--- src/sv/slde_pkg.sv ---
// Shared types and constants of the sync/length/end-sign deframer.
package slde_pkg;

    // Defaults for the top-level parameters.
    localparam int CHANNELS_DEF      = 2;
    localparam int BUFFER_DEPTH_DEF  = 64;
    localparam int MIN_FRAME_DEF     = 4;
    localparam int LENGTH_OFFSET_DEF = 1;

    // Configuration register reset values.
    localparam logic [6:0] MAX_FRAME_LEN_RST = 7'd64;

    // Configuration register indexes.
    typedef enum logic [1:0] {
        CFG_START_SIGN    = 2'd0,
        CFG_END_SIGN      = 2'd1,
        CFG_MAX_FRAME_LEN = 2'd2
    } cfg_index_t;

    // Read position selection of the datapath.
    typedef enum logic [1:0] {
        RD_OFF = 2'd0,
        RD_LO  = 2'd1,
        RD_HI  = 2'd2,
        RD_END = 2'd3
    } rd_base_t;

    // Controller states.
    typedef enum logic [3:0] {
        ST_IDLE,
        ST_SCAN,
        ST_START,
        ST_LEN_LO,
        ST_LEN_HI,
        ST_LEN_CHK,
        ST_END,
        ST_EMIT_ADDR,
        ST_EMIT_DATA,
        ST_DONE_CHK,
        ST_COPY_RD,
        ST_COPY_WR,
        ST_FINISH
    } state_t;

    // Commands from the controller to the datapath.
    typedef struct packed {
        logic     accept;
        logic     use_idx;
        rd_base_t rd_base;
        logic     skip;
        logic     load_lo;
        logic     load_len;
        logic     idx_clear;
        logic     emit_next;
        logic     consume;
        logic     copy_write;
        logic     finish;
    } cmd_t;

    // Status from the datapath to the controller.
    typedef struct packed {
        logic in_ch_ok;
        logic remain_lt_min;
        logic off_zero;
        logic remain_zero;
        logic start_match;
        logic len_ok;
        logic len_wait;
        logic end_match;
        logic emit_last;
        logic copy_last;
    } status_t;

endpackage

--- src/sv/sync_length_end_deframer.sv ---
// Top level of the sync/length/end-sign deframer.
//
// Each accepted byte is appended to the buffer of its channel (dropped if
// that buffer is full, ignored if the channel has no buffer), and the buffer
// is then rescanned from its head for frames that open with start_sign, carry
// a little-endian 16-bit length at LENGTH_OFFSET and close with end_sign.
// Each good frame is sent out byte by byte; a bad candidate skips one byte.
// All work goes through one buffer memory with a single read port and a
// registered read: each skipped byte, checked candidate and emitted byte
// needs its own reads, an emitted byte also waits out any output stall, and
// after the scan the remaining bytes are moved to the head of the buffer one
// by one. The input is ready again only when all of this has finished.
module sync_length_end_deframer #(
    parameter int CHANNELS      = slde_pkg::CHANNELS_DEF,
    parameter int BUFFER_DEPTH  = slde_pkg::BUFFER_DEPTH_DEF,
    parameter int MIN_FRAME     = slde_pkg::MIN_FRAME_DEF,
    parameter int LENGTH_OFFSET = slde_pkg::LENGTH_OFFSET_DEF
) (
    input  logic       aclk,
    input  logic       aresetn,
    input  logic       cfg_we,
    input  logic [1:0] cfg_index,
    input  logic [7:0] cfg_wdata,
    input  logic       s_valid,
    output logic       s_ready,
    input  logic       s_channel,
    input  logic [7:0] s_data_byte,
    output logic       m_valid,
    input  logic       m_ready,
    output logic       m_out_channel,
    output logic [7:0] m_frame_byte,
    output logic [6:0] m_frame_length,
    output logic       m_byte_last
);

    slde_pkg::cmd_t    cmd;
    slde_pkg::status_t status;

    // Sequencing.
    slde_ctrl u_ctrl (
        .aclk    (aclk),
        .aresetn (aresetn),
        .s_valid (s_valid),
        .s_ready (s_ready),
        .m_valid (m_valid),
        .m_ready (m_ready),
        .status  (status),
        .cmd     (cmd)
    );

    // Buffer and compare logic.
    slde_dp #(
        .CHANNELS      (CHANNELS),
        .BUFFER_DEPTH  (BUFFER_DEPTH),
        .MIN_FRAME     (MIN_FRAME),
        .LENGTH_OFFSET (LENGTH_OFFSET)
    ) u_dp (
        .aclk           (aclk),
        .aresetn        (aresetn),
        .cfg_we         (cfg_we),
        .cfg_index      (cfg_index),
        .cfg_wdata      (cfg_wdata),
        .s_channel      (s_channel),
        .s_data_byte    (s_data_byte),
        .m_out_channel  (m_out_channel),
        .m_frame_byte   (m_frame_byte),
        .m_frame_length (m_frame_length),
        .m_byte_last    (m_byte_last),
        .cmd            (cmd),
        .status         (status)
    );

endmodule

--- src/sv/slde_ctrl.sv ---
// Controller state machine of the deframer: scan, emit and compaction sequencing.
module slde_ctrl (
    input  logic              aclk,
    input  logic              aresetn,
    input  logic              s_valid,
    output logic              s_ready,
    output logic              m_valid,
    input  logic              m_ready,
    input  slde_pkg::status_t status,
    output slde_pkg::cmd_t    cmd
);

    slde_pkg::state_t state_reg;
    slde_pkg::state_t state_next;

    // State register.
    always_ff @(posedge aclk) begin
        if (!aresetn) begin
            state_reg <= slde_pkg::ST_IDLE;
        end else begin
            state_reg <= state_next;
        end
    end

    // Next-state logic.
    always_comb begin
        state_next = state_reg;
        case (state_reg)
            slde_pkg::ST_IDLE: begin
                if (s_valid && status.in_ch_ok) state_next = slde_pkg::ST_SCAN;
            end
            slde_pkg::ST_SCAN: begin
                if (status.remain_lt_min) state_next = slde_pkg::ST_DONE_CHK;
                else state_next = slde_pkg::ST_START;
            end
            slde_pkg::ST_START: begin
                if (status.start_match) state_next = slde_pkg::ST_LEN_LO;
                else state_next = slde_pkg::ST_SCAN;
            end
            slde_pkg::ST_LEN_LO: state_next = slde_pkg::ST_LEN_HI;
            slde_pkg::ST_LEN_HI: state_next = slde_pkg::ST_LEN_CHK;
            slde_pkg::ST_LEN_CHK: begin
                if (!status.len_ok) state_next = slde_pkg::ST_SCAN;
                else if (status.len_wait) state_next = slde_pkg::ST_DONE_CHK;
                else state_next = slde_pkg::ST_END;
            end
            slde_pkg::ST_END: begin
                if (status.end_match) state_next = slde_pkg::ST_EMIT_ADDR;
                else state_next = slde_pkg::ST_SCAN;
            end
            slde_pkg::ST_EMIT_ADDR: state_next = slde_pkg::ST_EMIT_DATA;
            slde_pkg::ST_EMIT_DATA: begin
                if (m_ready) begin
                    if (status.emit_last) state_next = slde_pkg::ST_SCAN;
                    else state_next = slde_pkg::ST_EMIT_ADDR;
                end
            end
            slde_pkg::ST_DONE_CHK: begin
                if (status.off_zero || status.remain_zero) state_next = slde_pkg::ST_FINISH;
                else state_next = slde_pkg::ST_COPY_RD;
            end
            slde_pkg::ST_COPY_RD: state_next = slde_pkg::ST_COPY_WR;
            slde_pkg::ST_COPY_WR: begin
                if (status.copy_last) state_next = slde_pkg::ST_FINISH;
                else state_next = slde_pkg::ST_COPY_RD;
            end
            slde_pkg::ST_FINISH: state_next = slde_pkg::ST_IDLE;
            default: state_next = slde_pkg::ST_IDLE;
        endcase
    end

    // Output logic.
    always_comb begin
        cmd     = '0;
        s_ready = 1'b0;
        m_valid = 1'b0;
        case (state_reg)
            slde_pkg::ST_IDLE: begin
                s_ready    = 1'b1;
                cmd.accept = s_valid;
            end
            slde_pkg::ST_SCAN: begin
                cmd.rd_base = slde_pkg::RD_OFF;
            end
            slde_pkg::ST_START: begin
                cmd.skip    = !status.start_match;
                cmd.rd_base = slde_pkg::RD_LO;
            end
            slde_pkg::ST_LEN_LO: begin
                cmd.load_lo = 1'b1;
                cmd.rd_base = slde_pkg::RD_HI;
            end
            slde_pkg::ST_LEN_HI: begin
                cmd.load_len = 1'b1;
            end
            slde_pkg::ST_LEN_CHK: begin
                cmd.skip    = !status.len_ok;
                cmd.rd_base = slde_pkg::RD_END;
            end
            slde_pkg::ST_END: begin
                cmd.skip      = !status.end_match;
                cmd.idx_clear = status.end_match;
            end
            slde_pkg::ST_EMIT_ADDR: begin
                cmd.use_idx = 1'b1;
            end
            slde_pkg::ST_EMIT_DATA: begin
                m_valid       = 1'b1;
                cmd.use_idx   = 1'b1;
                cmd.emit_next = m_ready && !status.emit_last;
                cmd.consume   = m_ready && status.emit_last;
            end
            slde_pkg::ST_DONE_CHK: begin
                cmd.idx_clear = 1'b1;
            end
            slde_pkg::ST_COPY_RD: begin
                cmd.use_idx = 1'b1;
            end
            slde_pkg::ST_COPY_WR: begin
                cmd.copy_write = 1'b1;
            end
            slde_pkg::ST_FINISH: begin
                cmd.finish = 1'b1;
            end
            default: begin
                cmd = '0;
            end
        endcase
    end

endmodule

--- src/sv/slde_dp.sv ---
// Datapath of the deframer: configuration, byte buffer memory, counters and compares.
module slde_dp #(
    parameter int CHANNELS      = slde_pkg::CHANNELS_DEF,
    parameter int BUFFER_DEPTH  = slde_pkg::BUFFER_DEPTH_DEF,
    parameter int MIN_FRAME     = slde_pkg::MIN_FRAME_DEF,
    parameter int LENGTH_OFFSET = slde_pkg::LENGTH_OFFSET_DEF
) (
    input  logic              aclk,
    input  logic              aresetn,
    input  logic              cfg_we,
    input  logic [1:0]        cfg_index,
    input  logic [7:0]        cfg_wdata,
    input  logic              s_channel,
    input  logic [7:0]        s_data_byte,
    output logic              m_out_channel,
    output logic [7:0]        m_frame_byte,
    output logic [6:0]        m_frame_length,
    output logic              m_byte_last,
    input  slde_pkg::cmd_t    cmd,
    output slde_pkg::status_t status
);

    localparam int CW        = (CHANNELS > 1) ? $clog2(CHANNELS) : 1;
    localparam int CNT_W     = $clog2(BUFFER_DEPTH + 1);
    localparam int POS_W     = $clog2(2 * BUFFER_DEPTH + LENGTH_OFFSET + 2);
    localparam int MEM_DEPTH = CHANNELS * BUFFER_DEPTH;
    localparam int AW        = $clog2(MEM_DEPTH);

    // Configuration registers.
    logic [7:0] start_sign_reg;
    logic [7:0] end_sign_reg;
    logic [6:0] max_len_reg;

    always_ff @(posedge aclk) begin
        if (!aresetn) begin
            start_sign_reg <= 8'd0;
            end_sign_reg   <= 8'd0;
            max_len_reg    <= slde_pkg::MAX_FRAME_LEN_RST;
        end else if (cfg_we) begin
            case (cfg_index)
                slde_pkg::CFG_START_SIGN:    start_sign_reg <= cfg_wdata;
                slde_pkg::CFG_END_SIGN:      end_sign_reg   <= cfg_wdata;
                slde_pkg::CFG_MAX_FRAME_LEN: max_len_reg    <= cfg_wdata[6:0];
                default: ;
            endcase
        end
    end

    // Scan state registers.
    logic             ch_reg;
    logic [CNT_W-1:0] off_reg;
    logic [CNT_W-1:0] remain_reg;
    logic [CNT_W-1:0] idx_reg;
    logic [7:0]       lo_reg;
    logic [15:0]      len_reg;
    logic [CNT_W-1:0] fill_reg [CHANNELS];

    logic [7:0]    mem [MEM_DEPTH];
    logic [7:0]    mem_q;
    logic          oob_q;
    logic [7:0]    rdata;
    logic [CNT_W-1:0] fill_in;
    logic          in_full;
    logic [CNT_W-1:0] fill_cur;
    logic [POS_W-1:0] pos;
    logic          oob;
    logic [AW-1:0] ch_base;
    logic [AW-1:0] rd_addr;
    logic [AW-1:0] wr_addr;
    logic [7:0]    wr_data;
    logic          wr_en;
    logic [15:0]   len_new;

    assign fill_in  = fill_reg[CW'(s_channel)];
    assign fill_cur = fill_reg[CW'(ch_reg)];
    assign in_full  = (fill_in == CNT_W'(BUFFER_DEPTH));
    assign ch_base  = AW'(ch_reg) * AW'(BUFFER_DEPTH);
    assign rdata    = oob_q ? 8'h00 : mem_q;
    assign len_new  = {rdata, lo_reg};

    // Read position for the next memory read.
    always_comb begin
        if (cmd.use_idx) begin
            pos = POS_W'(off_reg) + POS_W'(idx_reg);
        end else begin
            case (cmd.rd_base)
                slde_pkg::RD_OFF: pos = POS_W'(off_reg);
                slde_pkg::RD_LO:  pos = POS_W'(off_reg) + POS_W'(LENGTH_OFFSET);
                slde_pkg::RD_HI:  pos = POS_W'(off_reg) + POS_W'(LENGTH_OFFSET + 1);
                slde_pkg::RD_END: pos = POS_W'(off_reg) + POS_W'(len_reg[CNT_W-1:0])
                                        - POS_W'(1);
                default:          pos = POS_W'(off_reg);
            endcase
        end
    end

    assign oob     = (pos >= POS_W'(BUFFER_DEPTH));
    assign rd_addr = ch_base + (oob ? AW'(0) : AW'(pos));

    // Write port source: arriving byte or compaction copy.
    always_comb begin
        if (cmd.copy_write) begin
            wr_en   = 1'b1;
            wr_addr = ch_base + AW'(idx_reg);
            wr_data = rdata;
        end else begin
            wr_en   = cmd.accept && status.in_ch_ok && !in_full;
            wr_addr = AW'(s_channel) * AW'(BUFFER_DEPTH) + AW'(fill_in);
            wr_data = s_data_byte;
        end
    end

    // Buffer memory with registered read.
    always_ff @(posedge aclk) begin
        if (wr_en) begin
            mem[wr_addr] <= wr_data;
        end
        mem_q <= mem[rd_addr];
        oob_q <= oob;
    end

    // Offset, remaining count, index, channel and fill counts.
    always_ff @(posedge aclk) begin
        if (!aresetn) begin
            off_reg    <= '0;
            remain_reg <= '0;
            idx_reg    <= '0;
            ch_reg     <= 1'b0;
            for (int c = 0; c < CHANNELS; c++) begin
                fill_reg[c] <= '0;
            end
        end else begin
            if (cmd.accept && status.in_ch_ok) begin
                ch_reg     <= s_channel;
                off_reg    <= '0;
                remain_reg <= in_full ? fill_in : fill_in + CNT_W'(1);
            end
            if (cmd.skip) begin
                off_reg    <= off_reg + CNT_W'(1);
                remain_reg <= remain_reg - CNT_W'(1);
            end
            if (cmd.consume) begin
                off_reg    <= off_reg + len_reg[CNT_W-1:0];
                remain_reg <= remain_reg - len_reg[CNT_W-1:0];
            end
            if (cmd.idx_clear) idx_reg <= '0;
            if (cmd.emit_next || cmd.copy_write) idx_reg <= idx_reg + CNT_W'(1);
            if (cmd.finish) fill_reg[CW'(ch_reg)] <= remain_reg;
        end
    end

    // Length capture.
    always_ff @(posedge aclk) begin
        if (cmd.load_lo) lo_reg <= rdata;
        if (cmd.load_len) len_reg <= len_new;
    end

    // Status toward the controller.
    always_comb begin
        status.in_ch_ok      = (32'(s_channel) < 32'(CHANNELS));
        status.remain_lt_min = (32'(remain_reg) < 32'(MIN_FRAME));
        status.off_zero      = (off_reg == '0);
        status.remain_zero   = (remain_reg == '0);
        status.start_match   = (rdata == start_sign_reg);
        status.len_ok        = (len_reg >= 16'(MIN_FRAME)) && (len_reg <= 16'(max_len_reg))
                               && (len_reg <= 16'(BUFFER_DEPTH));
        status.len_wait      = (16'(remain_reg) < len_reg);
        status.end_match     = (rdata == end_sign_reg);
        status.emit_last     = (16'(idx_reg) == len_reg - 16'd1);
        status.copy_last     = ((idx_reg + CNT_W'(1)) == remain_reg);
    end

    // Result payload.
    assign m_out_channel  = ch_reg;
    assign m_frame_byte   = rdata;
    assign m_frame_length = len_reg[6:0];
    assign m_byte_last    = status.emit_last;

    // The scan window never runs past the buffer.
    a_window: assert property (@(posedge aclk) disable iff (!aresetn)
        (32'(off_reg) + 32'(remain_reg)) <= 32'(BUFFER_DEPTH))
        else $error("scan window exceeds buffer");

    // A compaction write stays inside the remaining bytes.
    a_copy: assert property (@(posedge aclk) disable iff (!aresetn)
        cmd.copy_write |-> (idx_reg < remain_reg) && !oob_q)
        else $error("compaction write out of range");

    // Consuming a frame removes no more bytes than are buffered.
    a_consume: assert property (@(posedge aclk) disable iff (!aresetn)
        cmd.consume |-> (len_reg <= 16'(remain_reg)))
        else $error("frame longer than remaining bytes");

    // A stored fill count never exceeds the buffer depth.
    a_fill: assert property (@(posedge aclk) disable iff (!aresetn)
        cmd.finish |=> (fill_cur <= CNT_W'(BUFFER_DEPTH)))
        else $error("fill count exceeds buffer depth");

endmodule

--- config.mk ---
export PLATFORM = sky130hd
export DESIGN_NAME = sync_length_end_deframer
export DESIGN_NICKNAME = d
export VERILOG_FILES = /design/src/sv/slde_pkg.sv /design/src/sv/sync_length_end_deframer.sv /design/src/sv/slde_ctrl.sv /design/src/sv/slde_dp.sv
export SDC_FILE = /design/constraint.sdc
export NUM_CORES = 2
export LEC_CHECK = 0
export ABC_AREA = 1
export BUFFER_PORTS_ARGS = -buffer_cell sky130_fd_sc_hd__buf_2
export CAP_MARGIN = 20
export CORE_UTILIZATION = 25
export DETAILED_ROUTE_END_ITERATION = 12
export PLACE_DENSITY_LB_ADDON = 0.2
export SLEW_MARGIN = 40
export SYNTH_ARGS = -nofsm -noshare
export SYNTH_HDL_FRONTEND = slang
export SYNTH_SLANG_ARGS = --single-unit
--- constraint.sdc ---
create_clock -name aclk -period 14.67 [get_ports aclk]
set_input_delay 2.2005 -clock aclk [delete_from_list [all_inputs] [get_ports aclk]]
set_output_delay 2.2005 -clock aclk [all_outputs]
set_load 0.03 [all_outputs]
## Yosys cells after proc, flatten, opt, wreduce, memory -nomap -nowiden

Memories as Yosys holds them, arrays and structs flattened. A register that Yosys moved wholly into a read port is not among the register bits.
Index checks and enable logic that the tools add are counted.

- Bits of input ports: 24
- Word-level logic and storage cells: 131
- Register bits: 74
- Bits in writable memories: 1038
- Memories kept: 2

Memories:

| name | depth | width | read ports | clocked after memory_dff | write ports | RTL line | text |
|---|---|---|---|---|---|---|---|
| u_dp.mem | 128 | 8 | 1 | 1 | 1 | slde_dp.sv:58 | `logic [7:0] mem [MEM_DEPTH];` |
| u_dp.fill_reg | 2 | 7 | 1 | 0 | 2 | slde_dp.sv:56 | `logic [CNT_W-1:0] fill_reg [CHANNELS];` |

- Equal/unequal tests: 24
- Mux-type cells: 48
- $lt $le $gt $ge: 6
- Reduce and logical (&&, ||, !) cells: 25
- Add/sub/neg operators: 15

Operators by type and width:

| kind | number |
|---|---|
| $mux W7 | 12 |
| $pmux W4 S12 | 1 |
| $pmux W8 S4 | 1 |
| $add A7 B7 Y7 | 4 |
| $mux W8 | 3 |
| $add A7 B1 Y7 const B | 3 |
| $eq A4 B4 Y1 const B | 5 |
| $mux W4 | 5 |
| $mux W1 | 17 |
| $add A7 B7 Y8 | 2 |
| $eq A4 B3 Y1 const B | 4 |
| $eq A7 B16 Y1 | 1 |
| $eq A8 B8 Y1 | 2 |
| $ge A16 B3 Y1 const B | 1 |
| $le A16 B7 Y1 | 1 |
| $le A16 B7 Y1 const B | 1 |
| $lt A7 B16 Y1 | 1 |
| $sub A16 B1 Y16 const B | 1 |
| $logic_not A7 Y1 | 2 |
| $mux W3 | 4 |
| $add A7 B1 Y8 const B | 1 |
| $add A7 B2 Y8 const B | 1 |
| $eq A4 B2 Y1 const B | 2 |
| $ge A8 B7 Y1 const B | 1 |
| 24 further kinds | 42 |

## Logic depth before layout (Yosys ltp)

- Depth after elaboration: 8
- Gate-level depth with buffers: 25

## Modules after synthesis

A second synthesis with hierarchy kept.

- Cells, all modules: 4925
- Area, all modules: 51745.9 µm²

Modules (own cells, without submodules):

| module | area each (µm²) | instances | cells each |
|---|---|---|---|
| slde_dp | 51270.4 | 1 | 4825 |
| slde_ctrl | 475.5 | 1 | 100 |

## Least setup slack after synthesis

Ideal clock, no wire load.

- Path type: register to register
- Start: register u_ctrl.state_reg[3]
- End: memory u_dp.mem[0][0], data pin
- Period minus slack after synthesis: 7.724 ns
- Buffers on the path: 3
- Data required time: 13.473 ns
- Data arrival time: 6.527 ns
- Path slack: 6.946 ns
- Stages on the path, launching flop included: 10
- Cell sequence: dfxtp_1 inv_2 nor2_1 inv_1 nor2_1 inv_1 clkbuf_1 clkbuf_1 clkbuf_1 o21ai_0

- Word-level cells in the longest chain between the ends: 3

Ends and longest elaborated chain:

| element | RTL line | text |
|---|---|---|
| start, declared | slde_ctrl.sv:13 | `slde_pkg::state_t state_reg;` |
| start signal, assigned | slde_ctrl.sv:19 | `state_reg <= slde_pkg::ST_IDLE;` |
| start signal, assigned | slde_ctrl.sv:21 | `state_reg <= state_next;` |
| $eq A4 B4 Y1 | slde_ctrl.sv:77 | `case (state_reg)` |
| $mux W1 | slde_ctrl.sv:77 |  |
| $mux W8 | slde_dp.sv:102 | `if (cmd.copy_write) begin` |
| net u_dp.wr_data[0] | slde_dp.sv:70 | `logic [7:0] wr_data;` |
| end, declared | slde_dp.sv:58 |  |

The timed path passes the listed nets, and every way through them passes these cells.

## Worst setup path after layout

- Start: register u_dp.off_reg[1]
- End: register u_dp.mem_q[4] (read register of u_dp.mem)

- Word-level cells in the longest chain between the ends: 7

Ends and longest elaborated chain:

| element | RTL line | text |
|---|---|---|
| start, declared | slde_dp.sv:51 | `logic [CNT_W-1:0] off_reg;` |
| start signal, assigned | slde_dp.sv:139 | `off_reg <= off_reg + CNT_W'(1);` |
| start signal, assigned | slde_dp.sv:143 | `off_reg <= off_reg + len_reg[CNT_W-1:0];` |
| $add A7 B7 Y8 | slde_dp.sv:90 | `slde_pkg::RD_END: pos = POS_W'(off_reg) + POS_W'(len_reg[CNT_W-1:0])` |
| $sub A8 B1 Y8 | slde_dp.sv:91 | `- POS_W'(1);` |
| $pmux W8 S4 | slde_dp.sv:86 | `case (cmd.rd_base)` |
| $mux W8 (*) | slde_dp.sv:83 | `if (cmd.use_idx) begin` |
| $ge A8 B7 Y1 | slde_dp.sv:97 | `assign oob = (pos >= POS_W'(BUFFER_DEPTH));` |
| $mux W7 (*) | slde_dp.sv:98 | `assign rd_addr = ch_base + (oob ? AW'(0) : AW'(pos));` |
| $add A7 B7 Y7 (*) | slde_dp.sv:98 |  |
| end, declared | slde_dp.sv:59 | `logic [7:0] mem_q;` |

Mark *: on every way between the ends. The rest lies on a longest branch, timed or not.
A chain may end at the register's enable or synchronous reset.

==> run summary <==
The residual overflow from global routing was 0. The tools report the capture point of the worst reg-to-reg path as u_dp.mem_q[4]. The first TritonRoute pass finished after 6 iterations. On the worst path, the slowest cell contributes a delay of 0.75 ns.

After clock tree synthesis, the clock-pin slew on the worst setup and hold paths is 0.06 ns. Setup repair after global routing left no endpoint under its margin. Summing every instance area after synthesis gives 52000 sq um. The internal portion of the total power is 6370 uW. The share of post-route cells with drive strength above 1 was 0.0843. The run gives 0.159 as the overall fraction of global-route tracks in use.

The path with the worst hold slack has its endpoint at u_dp.len_reg[1]. The data arrival at the endpoint of the critical path was 7.52 ns; the mean instance size in the synthesized netlist was 10.5 sq um. The count of cells along the worst hold path was 0. The switching fraction of total power is 0.410, and the clock sink total is 1120.

In this run the vertical extent of the chip is 458 um. The critical path in this run is classified as reg2reg. The relative contribution of the clock network to total power is 0.295.

The worst path buffer plus inverter count works out to 7. For the pin with the worst max-slew slack, the measured transition is 0.884 ns. The tools report the startpoint class of the critical path as a flip-flop. The die outline area was 210000 sq um. The growth of design area from synthesis to finish is 13.8%. The net count of the finished layout was 4979. Counting stages on the worst path, the most repeated cell is sky130_fd_sc_hd__nand3_1. The final layout contains routed wiring with a total length of 169000 um. CTS placed an instance of sky130_fd_sc_hd__clkbuf_16 at the clock tree root. The number of pins exceeding their max-slew limit in the final report came out at 0. The initial core utilization came out at 0.251. The flow ran to the end, and the final reports show no timing, DRC or antenna violations. The post-route clock period utilization is 0.463, and the floorplan core area is 207000 sq um. Summing over every cut layer, the via total after detailed routing is 36000. Synthesized net count: 5037. 43 I/O pins were placed. Among all flip-flop cells after synthesis, the most frequent one is sky130_fd_sc_hd__edfxtp_1. For the detailed-route DRC error count, the log shows 0. Worst slew margin relative to its limit: 0.410. The cell with the biggest individual delay on the critical path is sky130_fd_sc_hd__buf_4.

First-iteration detailed-routing DRC count: 3141. CTS built an H-tree with a depth of 4. The synthesized design contains 1062 enable-type register cells.

The congestion estimate from routability-driven global placement came to 0.858. Gates resized during post-CTS repair numbered 0. Kind of cell adding the most delay to the critical path: simple AND/OR/NAND/NOR gates. The number of antenna violations at the first check in global routing is 4, and the number of input and output port buffers inserted is 42. The sequential fraction of the synthesis area is 0.636, and the total number of yosys warnings is 0.

The fraction of registers with async set/reset was 0. For this design the static power due to leakage is 0.0219 uW. The power density over the cells was 182 nW/um^2.

Setup violations remaining at the end of the flow were counted as 0. The peak fanout along the critical path was 82. The number of placed instances with taps included came out at 7470.

The count of distinct cell types in the synthesized netlist is 55, and the maximum ir drop on the vdd rail is 134 uV. Summed over all nets, the switching power comes to 4420 uW. In this run the remaining antenna-violating nets after routing total 0. After detailed routing, the number of vias per cell comes to 4.67.

The die is 458 um wide. For the critical path data required time, the log shows 15.39 ns. For the post-CTS setup buffer count, the log shows 0.

Counting the fill cells in the layout gives 21500. The logs give 250000 um for the global-route wire length before repair and 0.147 GHz for the maximum operating frequency. Counting cells, the worst reg-to-reg path comes to 25. For the finished layout, the period the worst path requires is 6.80 ns. The combinational group share of total power is 0.368. The tools report the largest net degree at the start of global routing as 132.

The tools report the final core utilization as 0.286. The number of global-route vias before repair was 35100; the post-route non-filler standard cell count was 7708. Proportion of power drawn by flip-flops and latches: 0.338. For the final routed database, the setup TNS stands at 0 ns. The tool flagged a number of max-cap violations equal to 0.

For the worst-skew pair, the clock arrives at the later sink with an insertion delay of 0.78 ns. The logs give 3 for the number of buffers on the longest clock path and 98300 um for the post-detailed-placement half-perimeter wirelength. Startpoint of the worst register-to-register path: u_dp.off_reg[1]. Buffers inserted to repair hold after CTS numbered 0.

The average detailed-routed wire length per instance works out to 22.0 um. The kind of path behind the tightest hold check was reg2reg. The worst setup path is captured at a flip-flop. The critical hold path startpoint is u_dp.lo_reg[1]. The cell count after synthesis came out at 4959. TritonCTS built the clock tree. Number of flip-flops in the largest register: 1024. The number of hold-slack violations in the final timing report was 0.

The number of synthesized register bits is 1120, and the final clock skew is 0.0349 ns. The number of clock buffers added by TritonCTS is 132. The logs give 167 for the number of core rows and 7.87 ns for the slack of the worst reg-to-reg path.
metal layers:
layer,vias up,global-route usage,part of all wire
met5,-,0,0.000094
met4,2,0.0423,0.022
met3,208,0.0227,0.044
met2,867,0.257,0.47
met1,18000,0.222,0.47
li1,16900,-,-
cell usage after synthesis, types with 2 or more instances:
cell type / count / share of area
sky130_fd_sc_hd__o2111ai_1: 3 / 0.00051
sky130_fd_sc_hd__nor3_1: 14 / 0.0013
sky130_fd_sc_hd__nand2_4: 6 / 0.0013
sky130_fd_sc_hd__o31ai_1: 7 / 0.0010
sky130_fd_sc_hd__buf_1: 15 / 0.0011
sky130_fd_sc_hd__a221oi_1: 2 / 0.00034
sky130_fd_sc_hd__nand3b_1: 361 / 0.052
sky130_fd_sc_hd__or2_1: 2 / 0.00024
sky130_fd_sc_hd__o21ai_0: 139 / 0.013
sky130_fd_sc_hd__a21oi_2: 3 / 0.00051
sky130_fd_sc_hd__buf_2: 199 / 0.019
sky130_fd_sc_hd__o21ai_1: 4 / 0.00039
sky130_fd_sc_hd__nand2_1: 664 / 0.048
sky130_fd_sc_hd__nor2_1: 458 / 0.033
sky130_fd_sc_hd__ha_1: 50 / 0.012
sky130_fd_sc_hd__o21a_1: 9 / 0.0013
sky130_fd_sc_hd__inv_2: 9 / 0.00065
sky130_fd_sc_hd__a21oi_1: 31 / 0.0030
sky130_fd_sc_hd__buf_6: 8 / 0.0017
sky130_fd_sc_hd__nor2_2: 5 / 0.00060
sky130_fd_sc_hd__nand3_1: 1015 / 0.098
sky130_fd_sc_hd__dfxtp_1: 58 / 0.022
sky130_fd_sc_hd__a31oi_1: 6 / 0.00072
sky130_fd_sc_hd__nand4_1: 23 / 0.0028
sky130_fd_sc_hd__edfxtp_1: 1062 / 0.61
sky130_fd_sc_hd__clkinv_1: 2 / 0.00014
sky130_fd_sc_hd__or2_0: 8 / 0.00096
sky130_fd_sc_hd__inv_1: 584 / 0.042
sky130_fd_sc_hd__xnor2_1: 26 / 0.0044
sky130_fd_sc_hd__nor4_1: 4 / 0.00048
sky130_fd_sc_hd__o21bai_1: 3 / 0.00043
sky130_fd_sc_hd__or2_2: 37 / 0.0045
sky130_fd_sc_hd__o211ai_1: 9 / 0.0013
sky130_fd_sc_hd__buf_4: 18 / 0.0026
sky130_fd_sc_hd__clkbuf_1: 57 / 0.0041
sky130_fd_sc_hd__nand2_2: 3 / 0.00036
sky130_fd_sc_hd__xor2_1: 31 / 0.0052
sky130_fd_sc_hd__a211oi_1: 3 / 0.00043
sky130_fd_sc_hd__fa_1: 4 / 0.0015
sky130_fd_sc_hd__nand3_2: 2 / 0.00039
cell usage in the layout (no fill, tap or decap), types with 9 or more instances in the layout:
cell and count:
sky130_fd_sc_hd__buf_2 42, sky130_fd_sc_hd__nor2_1 398, sky130_fd_sc_hd__clkbuf_1 29, sky130_fd_sc_hd__inv_1 583, sky130_fd_sc_hd__edfxtp_1 1062, sky130_fd_sc_hd__buf_4 42, sky130_fd_sc_hd__xor2_1 31, sky130_fd_sc_hd__o211ai_1 9
sky130_fd_sc_hd__a21oi_1 31, sky130_fd_sc_hd__nand2_1 664, sky130_fd_sc_hd__buf_6 15, sky130_fd_sc_hd__nor3_1 13, sky130_fd_sc_hd__nand3b_1 361, sky130_fd_sc_hd__o21a_1 9, sky130_fd_sc_hd__nand3_1 1015, sky130_fd_sc_hd__xnor2_1 26
sky130_fd_sc_hd__or2_2 37, sky130_fd_sc_hd__dfxtp_1 58, sky130_fd_sc_hd__clkinv_2 19, sky130_fd_sc_hd__ha_1 50, sky130_fd_sc_hd__o21ai_0 127, sky130_fd_sc_hd__clkinv_1 32, sky130_fd_sc_hd__nor2_2 64, sky130_fd_sc_hd__clkbuf_16 135
sky130_fd_sc_hd__nand4_1 23
final cells by class:
class                           instances  area (sq um)  share of cell area
Timing Repair Buffer                  106           837              0.0141
Tap cell                             2704          3380              0.0572
Clock buffer                          168          3540              0.0599
Antenna cell                            1          2.50           0.0000423
Sequential cell                      1120         33100               0.559
Inverter                              596          2250              0.0381
Clock inverter                         68           592              0.0100
Multi-Input combinational cell       2945         15500               0.262
worst register-to-register path: stages, from the launching register on:
cell and delay (ns):
sky130_fd_sc_hd__dfxtp_1 0.60, sky130_fd_sc_hd__inv_1 0.23, sky130_fd_sc_hd__ha_1 0.32, sky130_fd_sc_hd__inv_1 0.08, sky130_fd_sc_hd__ha_1 0.20, sky130_fd_sc_hd__inv_1 0.08
sky130_fd_sc_hd__fa_1 0.45, sky130_fd_sc_hd__inv_1 0.10, sky130_fd_sc_hd__nand4_1 0.12, sky130_fd_sc_hd__nand3_1 0.10, sky130_fd_sc_hd__nand2_1 0.06, sky130_fd_sc_hd__nand3_1 0.08
sky130_fd_sc_hd__nand3_2 0.15, sky130_fd_sc_hd__nand2_8 0.46, sky130_fd_sc_hd__nand2_8 0.40, sky130_fd_sc_hd__inv_4 0.71, sky130_fd_sc_hd__buf_6 0.58, sky130_fd_sc_hd__buf_4 0.76
sky130_fd_sc_hd__nand3_1 0.19, sky130_fd_sc_hd__nand3_1 0.13, sky130_fd_sc_hd__nand3_1 0.15, sky130_fd_sc_hd__nand3_1 0.20, sky130_fd_sc_hd__nand3_1 0.17, sky130_fd_sc_hd__nand2_1 0.14
sky130_fd_sc_hd__nand2_1 0.19, sky130_fd_sc_hd__nand2_1 0.11
logic make-up after synthesis:
family / count (synthesis) / share of synthesized area
AOI/OAI and AO/OA: 227 / 0.0246
xor gates and xnor gates: 57 / 0.00960
adders and majority gates: 54 / 0.0136
buffers and inverters: 894 / 0.0718
DFF: 1120 / 0.636
muxes: 2 / 0.000409
and+or+nand+nor: 2605 / 0.244
power by group through the flow:
| stage | sequential (uW) | combinational, uW | clock, uW |
|---|---|---|---|
| 6_report | 3650 | 3970 | 3180 |
| 3_5_place_dp | 3710 | 3990 | 0 |
| 3_3_place_gp | 3710 | 4000 | 0 |
| 2_1_floorplan | 3680 | 2600 | 0 |
| 5_1_grt | 3650 | 4320 | 3370 |
| 4_1_cts | 3640 | 4000 | 3260 |
worst max path at each step:
| stage | from | end | slack, ns | depth (start not counted) |
|---|---|---|---|---|
| after CTS | u_dp.off_reg[1] | u_dp.mem_q[0] | 7.66 | 25 |
| after floorplan | u_ctrl.state_reg[3] | u_dp.mem[0][0] | 6.95 | 9 |
| after global placement | u_dp.off_reg[1] | u_dp.mem_q[4] | 7.55 | 25 |
| after detailed placement | u_dp.off_reg[1] | u_dp.mem_q[0] | 7.65 | 25 |
| after global routing | u_dp.off_reg[1] | u_dp.mem_q[5] | 7.48 | 25 |
| final | u_dp.off_reg[1] | u_dp.mem_q[4] | 7.87 | 25 |
per-stage QoR:
| step | worst slack [ns] | cell area, sq um | hold slack (ns) | power (uW) |
|---|---|---|---|---|
| 2_1_floorplan | 6.95 | 52000 | 0.400 | 6280 |
| 3_3_place_gp | 7.55 | 54800 | 0.404 | 7710 |
| 3_5_place_dp | 7.65 | 54900 | 0.405 | 7690 |
| 4_1_cts | 7.66 | 59000 | 0.418 | 10900 |
| 5_1_grt | 7.48 | 59200 | 0.426 | 11300 |
| 6_report | 7.87 | 59200 | 0.416 | 10800 |
Power figures use the tool's default switching activity.
